<file path="config.mk">
export PLATFORM = sky130hd
export DESIGN_NAME = positional_array_insert_delete
export DESIGN_NICKNAME = d
export VERILOG_FILES = /design/src/paid_pkg.sv /design/src/paid_cell.sv /design/src/positional_array_insert_delete.sv
export VERILOG_INCLUDE_DIRS = /design/src /design/src/src
export SDC_FILE = /design/constraint.sdc
export NUM_CORES = 2
export LEC_CHECK = 0
export ABC_CLOCK_PERIOD_IN_PS = 14400
export BUFFER_PORTS_ARGS = -buffer_cell sky130_fd_sc_hd__buf_2
export CAP_MARGIN = 15
export CELL_PAD_IN_SITES_DETAIL_PLACEMENT = 1
export CELL_PAD_IN_SITES_GLOBAL_PLACEMENT = 2
export CORE_MARGIN = 2
export CORE_UTILIZATION = 46
export CTS_BUF_LIST = sky130_fd_sc_hd__clkbuf_8
export CTS_CLUSTER_DIAMETER = 50
export DETAILED_ROUTE_END_ITERATION = 16
export GPL_TIMING_DRIVEN = 0
export PLACE_DENSITY = 0.91
export SYNTH_ARGS = -nofsm -noshare
export SYNTH_HDL_FRONTEND = slang
export SYNTH_HIERARCHICAL = 1
export SYNTH_SLANG_ARGS = --single-unit
</file>
<file path="constraint.sdc">
create_clock -name clk_i -period 14.4 [get_ports clk_i]
set_clock_uncertainty 0.1 [all_clocks]
set_input_delay 3.6 -clock clk_i [delete_from_list [all_inputs] [get_ports clk_i]]
set_output_delay 3.6 -clock clk_i [all_outputs]
set_load 0.02 [all_outputs]
</file>
<file path="src/positional_array_insert_delete_defines.svh">
// ----------------------------------------------------------------------------
// Assertion macros for the positional array insert/delete block
// Concurrent assertion wrappers, clocked on clk_i; PAID_ASSERT is disabled while rst_ni is low.
// ----------------------------------------------------------------------------
`ifndef POSITIONAL_ARRAY_INSERT_DELETE_DEFINES_SVH
`define POSITIONAL_ARRAY_INSERT_DELETE_DEFINES_SVH

`ifndef NO_ASSERTIONS
// Checked only while out of reset.
`define PAID_ASSERT(lbl, prop, msg) \
  lbl: assert property (@(posedge clk_i) disable iff (!rst_ni) (prop)) else $error(msg);
// Checked at every edge, reset included.
`define PAID_ASSERT_ALWAYS(lbl, prop, msg) \
  lbl: assert property (@(posedge clk_i) (prop)) else $error(msg);
`else
`define PAID_ASSERT(lbl, prop, msg)
`define PAID_ASSERT_ALWAYS(lbl, prop, msg)
`endif

`endif

</file>
<file path="src/paid_pkg.sv">
// ----------------------------------------------------------------------------
// paid_pkg
// Types and constants shared by the positional array insert/delete block.
// ----------------------------------------------------------------------------
package paid_pkg;

  localparam int unsigned MODE_W = 2;
  localparam int unsigned POS_W  = 6;
  localparam int unsigned VAL_W  = 32;
  localparam int unsigned ST_W   = 2;
  localparam int unsigned CNT_W  = 6;
  // Wide enough for any cell index or count over the whole capacity range.
  localparam int unsigned IDX_W  = 7;

  localparam logic [MODE_W-1:0] MODE_INSERT = 2'd0;
  localparam logic [MODE_W-1:0] MODE_DELETE = 2'd1;
  localparam logic [MODE_W-1:0] MODE_READ   = 2'd2;

  localparam logic [ST_W-1:0] ST_DONE   = 2'd0;
  localparam logic [ST_W-1:0] ST_FULL   = 2'd1;
  localparam logic [ST_W-1:0] ST_EMPTY  = 2'd2;
  localparam logic [ST_W-1:0] ST_BADPOS = 2'd3;

  typedef enum logic [1:0] {
    OP_HOLD,
    OP_INSERT,
    OP_DELETE,
    OP_ROTATE
  } paid_op_e;

  // Command broadcast to every cell. For a rotate, pos is the last live index.
  typedef struct packed {
    paid_op_e                op;
    logic [IDX_W-1:0]        pos;
    logic signed [VAL_W-1:0] value;
  } paid_cmd_t;

  typedef enum logic {
    S_IDLE,
    S_READ
  } paid_state_e;

endpackage

</file>
<file path="src/paid_cell.sv">
// ----------------------------------------------------------------------------
// paid_cell
// One slot of the store: holds an entry and takes from a neighbor on command.
// ----------------------------------------------------------------------------
module paid_cell
  import paid_pkg::*;
#(
  parameter int IDX = 0
) (
  input  logic                    clk_i,
  input  paid_cmd_t               cmd_i,
  input  logic signed [VAL_W-1:0] left_i,
  input  logic signed [VAL_W-1:0] right_i,
  input  logic signed [VAL_W-1:0] head_i,
  output logic signed [VAL_W-1:0] entry_o
);

  localparam logic [IDX_W-1:0] MyIdx = IDX_W'(IDX);

  logic signed [VAL_W-1:0] entry_q, entry_d;

  always_comb begin
    entry_d = entry_q;
    case (cmd_i.op)
      OP_INSERT: begin
        if (MyIdx > cmd_i.pos) begin
          entry_d = left_i;
        end else if (MyIdx == cmd_i.pos) begin
          entry_d = cmd_i.value;
        end
      end
      OP_DELETE: begin
        if (MyIdx >= cmd_i.pos) begin
          entry_d = right_i;
        end
      end
      OP_ROTATE: begin
        // The live entries turn one place toward the head; the head wraps.
        if (MyIdx < cmd_i.pos) begin
          entry_d = right_i;
        end else if (MyIdx == cmd_i.pos) begin
          entry_d = head_i;
        end
      end
      default: entry_d = entry_q;
    endcase
  end

  always_ff @(posedge clk_i) begin
    entry_q <= entry_d;
  end

  assign entry_o = entry_q;

endmodule

</file>
<file path="src/positional_array_insert_delete.sv">
// ----------------------------------------------------------------------------
// positional_array_insert_delete
// Ordered store of signed words with insert, delete and read out by position.
// ----------------------------------------------------------------------------
// The store is a row of CAPACITY cells, each shifting to or from its neighbor
// under one broadcast command, so an insert or delete updates all cells at
// once and gives one registered status word in the cycle after it is taken;
// a new input word may then follow unless the output is stalled. A read out
// walks the live entries by rotating them through the head cell, one output
// word per cycle while the output is not stalled; the rotation leaves the
// order as it was. Input stall is held during a read out and whenever the
// output register is full and stalled. No clearing pass is needed after
// reset.
`include "positional_array_insert_delete_defines.svh"

module positional_array_insert_delete
  import paid_pkg::*;
#(
  parameter int CAPACITY = 32
) (
  input  logic                    clk_i,
  input  logic                    rst_ni,
  input  logic                    in_valid_i,
  output logic                    in_stall_o,
  input  logic [MODE_W-1:0]       mode_i,
  input  logic [POS_W-1:0]        position_i,
  input  logic signed [VAL_W-1:0] value_i,
  output logic                    out_valid_o,
  input  logic                    out_stall_i,
  output logic [ST_W-1:0]         status_o,
  output logic signed [VAL_W-1:0] entry_value_o,
  output logic [CNT_W-1:0]        entry_count_o,
  output logic                    last_o
);

  localparam int CW   = $clog2(CAPACITY + 1);
  localparam int IW   = $clog2(CAPACITY);
  localparam int CMPW = (CW > POS_W) ? CW : POS_W;
  localparam logic [CW-1:0] Cap = CW'(CAPACITY);

  paid_state_e state_q, state_d;
  logic [CW-1:0] count_q, count_d;
  logic [IW-1:0] rd_idx_q, rd_idx_d;

  logic                    out_valid_q, out_valid_d;
  logic [ST_W-1:0]         status_q, status_d;
  logic signed [VAL_W-1:0] value_q, value_d;
  logic [CW-1:0]           ocount_q, ocount_d;
  logic                    last_q, last_d;
  logic                    load;

  paid_cmd_t cmd;
  logic signed [VAL_W-1:0] entry_w [CAPACITY];

  logic out_free, in_acc, rd_last;
  logic [CMPW-1:0] pos_ext, cnt_ext;

  assign out_free   = !out_valid_q || !out_stall_i;
  assign in_stall_o = (state_q != S_IDLE) || !out_free;
  assign in_acc     = in_valid_i && !in_stall_o;
  assign pos_ext    = CMPW'(position_i);
  assign cnt_ext    = CMPW'(count_q);
  assign rd_last    = (CW'(rd_idx_q) == count_q - CW'(1));

  always_comb begin
    state_d   = state_q;
    count_d   = count_q;
    rd_idx_d  = rd_idx_q;
    cmd.op    = OP_HOLD;
    cmd.pos   = IDX_W'(position_i);
    cmd.value = value_i;
    load      = 1'b0;
    status_d  = ST_DONE;
    value_d   = '0;
    last_d    = 1'b1;
    case (state_q)
      S_IDLE: begin
        if (in_acc) begin
          case (mode_i)
            MODE_INSERT: begin
              load = 1'b1;
              if (count_q == Cap) begin
                status_d = ST_FULL;
              end else if (pos_ext > cnt_ext) begin
                status_d = ST_BADPOS;
              end else begin
                cmd.op  = OP_INSERT;
                count_d = count_q + CW'(1);
              end
            end
            MODE_DELETE: begin
              load = 1'b1;
              if (count_q == '0) begin
                status_d = ST_EMPTY;
              end else if (pos_ext >= cnt_ext) begin
                status_d = ST_BADPOS;
              end else begin
                cmd.op  = OP_DELETE;
                count_d = count_q - CW'(1);
              end
            end
            MODE_READ: begin
              if (count_q == '0) begin
                load     = 1'b1;
                status_d = ST_EMPTY;
              end else begin
                state_d  = S_READ;
                rd_idx_d = '0;
              end
            end
            default: ;
          endcase
        end
      end
      S_READ: begin
        if (out_free) begin
          load     = 1'b1;
          value_d  = entry_w[0];
          last_d   = rd_last;
          cmd.op   = OP_ROTATE;
          cmd.pos  = IDX_W'(count_q - CW'(1));
          rd_idx_d = rd_idx_q + IW'(1);
          if (rd_last) begin
            state_d = S_IDLE;
          end
        end
      end
      default: state_d = S_IDLE;
    endcase
    ocount_d = count_d;
  end

  always_comb begin
    if (load) begin
      out_valid_d = 1'b1;
    end else if (!out_stall_i) begin
      out_valid_d = 1'b0;
    end else begin
      out_valid_d = out_valid_q;
    end
  end

  always_ff @(posedge clk_i or negedge rst_ni) begin
    if (!rst_ni) begin
      state_q     <= S_IDLE;
      count_q     <= '0;
      rd_idx_q    <= '0;
      out_valid_q <= 1'b0;
    end else begin
      state_q     <= state_d;
      count_q     <= count_d;
      rd_idx_q    <= rd_idx_d;
      out_valid_q <= out_valid_d;
    end
  end

  always_ff @(posedge clk_i) begin
    if (load) begin
      status_q <= status_d;
      value_q  <= value_d;
      ocount_q <= ocount_d;
      last_q   <= last_d;
    end
  end

  for (genvar i = 0; i < CAPACITY; i++) begin : g_cell
    logic signed [VAL_W-1:0] left_w, right_w;
    if (i == 0) begin : g_first
      assign left_w = entry_w[i];
    end else begin : g_mid_l
      assign left_w = entry_w[i-1];
    end
    if (i == CAPACITY - 1) begin : g_last
      assign right_w = entry_w[i];
    end else begin : g_mid_r
      assign right_w = entry_w[i+1];
    end
    paid_cell #(
      .IDX(i)
    ) u_cell (
      .clk_i  (clk_i),
      .cmd_i  (cmd),
      .left_i (left_w),
      .right_i(right_w),
      .head_i (entry_w[0]),
      .entry_o(entry_w[i])
    );
  end

  assign out_valid_o   = out_valid_q;
  assign status_o      = status_q;
  assign entry_value_o = value_q;
  assign entry_count_o = CNT_W'(ocount_q);
  assign last_o        = last_q;

  `PAID_ASSERT(a_count_bound, count_q <= Cap, "live count exceeds capacity")
  `PAID_ASSERT(a_read_stalls, (state_q == S_READ) |-> in_stall_o,
               "input taken during read out")
  `PAID_ASSERT(a_read_idx, (state_q == S_READ) |-> (CW'(rd_idx_q) < count_q),
               "read index past count")
  `PAID_ASSERT(a_insert_grows,
               (in_acc && mode_i == MODE_INSERT && count_q != Cap && pos_ext <= cnt_ext)
                 |=> (count_q == $past(count_q) + CW'(1)),
               "insert did not grow count")

endmodule

</file>
==> results_dict.tcl <==
set metrics [dict create \
    status "finished, final reports clean" \
    cts_resized 0 \
    hold_depth 1 \
    hold_buffers 0 \
    grt_usage_pct 44.3 \
    path_class "in2reg" \
    r2r-end "g_cell[21].u_cell/entry_o[20]$_DFFE_PP_" \
    drtPass1Iterations 7 \
    fin_util_pct 53.8 \
    hold_start "rd_idx_q[0]$_DFFE_PN0P_" \
    cap_violations 0 \
    tns_ns 0 \
    ant_nets 0 \
    root_buffer "clkbuf_8" \
    async_flop_share_pct 1.21 \
    dp_worst_setup_slack_ns 5.70 \
    setup_ws_ns 6.58 \
    fillers 16500 \
    ys_types 120 \
    grt_antenna_before_repair 31 \
    grt_max_degree 46 \
    clk_latency_ns 1.02 \
    design.portCount 87 \
    setup_violations 0 \
    start_util_pct 46.3 \
    finalWeightedCongestion 1.03 \
    syn-cell-area_sq_um 73400 \
    ys_seq_area_share_pct 44.0 \
    grt_pass1_vias 67300 \
    p_leak_nw 33.7 \
    clock_sinks 1078 \
    required_ns 15.00 \
    worstReg2RegStart "cnt_ext[5]$_DFF_PN0_" \
    vdd_drop_max_v 0.000141 \
    tightest_slew_ns 1.13 \
    reg2reg_slack_ns 8.73 \
    yosysWarnings 6 \
    cp_max_fo 19 \
    dp_cells 8845 \
    cp_slowest_cell "clkbuf_1" \
    cts_setup_buffers 0 \
    cts_buffers 200 \
    start_kind "primary input" \
    path_clk_slew_ns 0.06 \
    cp_data_arrival_time_ns 8.42 \
    first_iter_violations 11900 \
    io_buffer_count 86 \
    layout_common_cells "1324 x mux2i_1, 1065 x edfxtp_1, 496 x nand2_1, 337 x clkbuf_1, 262 x a21oi_1" \
    grt_pass1_wl_um 516000 \
    htreeDepth 4 \
    vias 69000 \
    dp_hpwl_um 269000 \
    worstHoldEndpoint "rd_idx_q[0]$_DFFE_PN0P_" \
    rsz0062_at_grt "no" \
    finalHoldViolations 0 \
    final.min_clock_period_ns 7.82 \
    area_growth_pct 16.2 \
    final_cells 9228 \
    fp.dieH_um 403 \
    vias_per_cell 7.48 \
    slew_viol_final 0 \
    drc 0 \
    hold_path.class "reg2reg" \
    multiInputGateArea_sq_um 36900 \
    die_area_sq_um 163000 \
    r2r_cells 15 \
    synth.avg_cell_area_sq_um 11.3 \
    synth_seq_cells 1078 \
    crit_chain "buf_2 -> nand2_1 -> nand2_1 -> clkbuf_1 -> nand2_1 -> o21ai_4 -> buf_12 -> buf_12 -> buf_12 -> nand3_1 -> clkbuf_1 -> o2111a_1 -> nor3_2 -> buf_6 -> buf_6" \
    finalWirelength_um 373000 \
    worst_setup_path_end_kind "register" \
    seq_area_sq_um 32300 \
    relSlewSlack_pct 24.6 \
    synth_top_flop_cell "edfxtp_1" \
    finalInstanceArea_sq_um 85300 \
    grt_overflow 0 \
    placedInstanceArea_sq_um 81500 \
    syn_nets 6550 \
    synth_edf_count 1065 \
    slowest_delay_ns 0.71 \
    drive_gt1_share_pct 20.0 \
    final_common_cell "mux2i_1" \
    core_area_sq_um 158000 \
    fmax_mhz 128 \
    wl_per_cell_um 40.4 \
    die_x_um 403 \
    final_nets 7028 \
    p_per_area_nw_per_um2 278 \
    cts_buffer_depth 3 \
    synth_cells 6497 \
    rows 146 \
    final.period_utilization_pct 54.3 \
    cts_tree "done" \
]
==> synth_stat cells, drive strengths merged, types with 13 or more instances <==
cell / count / area (sq um)
a311oi: 68 / 619
a31oi: 99 / 619
a22oi: 292 / 2500
o31a: 35 / 307
inv: 119 / 447
a21boi: 34 / 255
a21oi: 333 / 1930
buf: 331 / 2850
nor2: 105 / 417
a2bb2oi: 32 / 280
nand2b: 37 / 234
o21ai: 363 / 1860
edfxtp: 1065 / 32000
a2111oi: 34 / 523
o31ai: 67 / 657
o32a: 32 / 320
dfrtp: 13 / 325
nor2b: 99 / 619
nor4: 74 / 747
a211oi: 139 / 1360
mux2i: 1325 / 13300
mux2: 34 / 383
nand2: 509 / 1940
nand4: 82 / 558
a32oi: 146 / 1280
a41oi: 98 / 858
nor4b: 64 / 930
nand3: 168 / 1050
o221a: 31 / 349
and4: 34 / 298
and2: 13 / 86.3
o2111ai: 34 / 304
clkbuf: 345 / 1320
nor3: 58 / 373
and3: 82 / 517
==> flip-flops by register name, summed over array words and instances (netlist names) <==
name	flops
entry_count_o	6
g_cell.u_cell/entry_o	1024
last_o	1
entry_value_o	32
out_valid_o	1
rd_idx_q	5
status_o	2
state_q	1
cnt_ext	6
==> report_power, final <==
part	leakage, nW	internal, mW	switching (mW)	total, mW
Combinational	21.4	4.66	7.90	12.6
Sequential	10.1	5.99	2.17	8.16
Clock	2.15	1.48	1.51	2.99
Total	33.7	12.1	11.6	23.7
==> cell families after synthesis <==
family	share of synthesized area, %
AOI/OAI and AO/OA	19.8
DFF	44.0
xor gates and xnor gates	0.227
muxes	18.6
buffers and inverters	6.29
and+or+nand+nor	11.0
adders and majority gates	0.167
==> worst max path at each step <==
stage / startpoint / end / depth (start not counted)
2_1_floorplan: out_stall_i / g_cell[21].u_cell/entry_o[0]$_DFFE_PP_ / 7
3_3_place_gp: out_stall_i / g_cell[31].u_cell/entry_o[7]$_DFFE_PP_ / 8
3_5_place_dp: out_stall_i / g_cell[31].u_cell/entry_o[9]$_DFFE_PP_ / 15
4_1_cts: out_stall_i / in_stall_o / 4
5_1_grt: out_stall_i / g_cell[31].u_cell/entry_o[6]$_DFFE_PP_ / 15
6_report: out_stall_i / g_cell[31].u_cell/entry_o[6]$_DFFE_PP_ / 15
==> through the flow <==
step / hold WS [ns] / power (mW)
4_1_cts: 0.457 / 22.9
6_report: 0.458 / 23.7
3_5_place_dp: 0.447 / 19.9
2_1_floorplan: 0.404 / 14.4
5_1_grt: 0.503 / 24.1
3_3_place_gp: 0.439 / 18.7
==> area by class of cell <==
cell class              instances  share of cell area [%]
diodes                         21                  0.0616
flip-flops and latches       1078                    37.9
well taps                    2072                    3.04
inverters                     119                   0.524
clock inverters               151                    1.00
repair buffers                276                    5.94
plain buffers                 676                    4.89
multi-input cells            4624                    43.2
clock buffers                 211                    3.41
==> per-layer routing <==
metal / vias up / wire [um] / global-route usage, %
met5: - / 216 / 0.0892
met4: 26 / 29100 / 28.7
met3: 1541 / 58300 / 17.0
met2: 6242 / 151000 / 61.8
met1: 34300 / 134000 / 56.9
li1: 26900 / - / -
==> worst max-delay path: cells and delay by family <==
family	cells	cell delay, ns
compound gates	2	0.72
buf+inv	8	2.31
simple gates	5	1.69
Note: power is estimated with default switching activity, not from simulation.
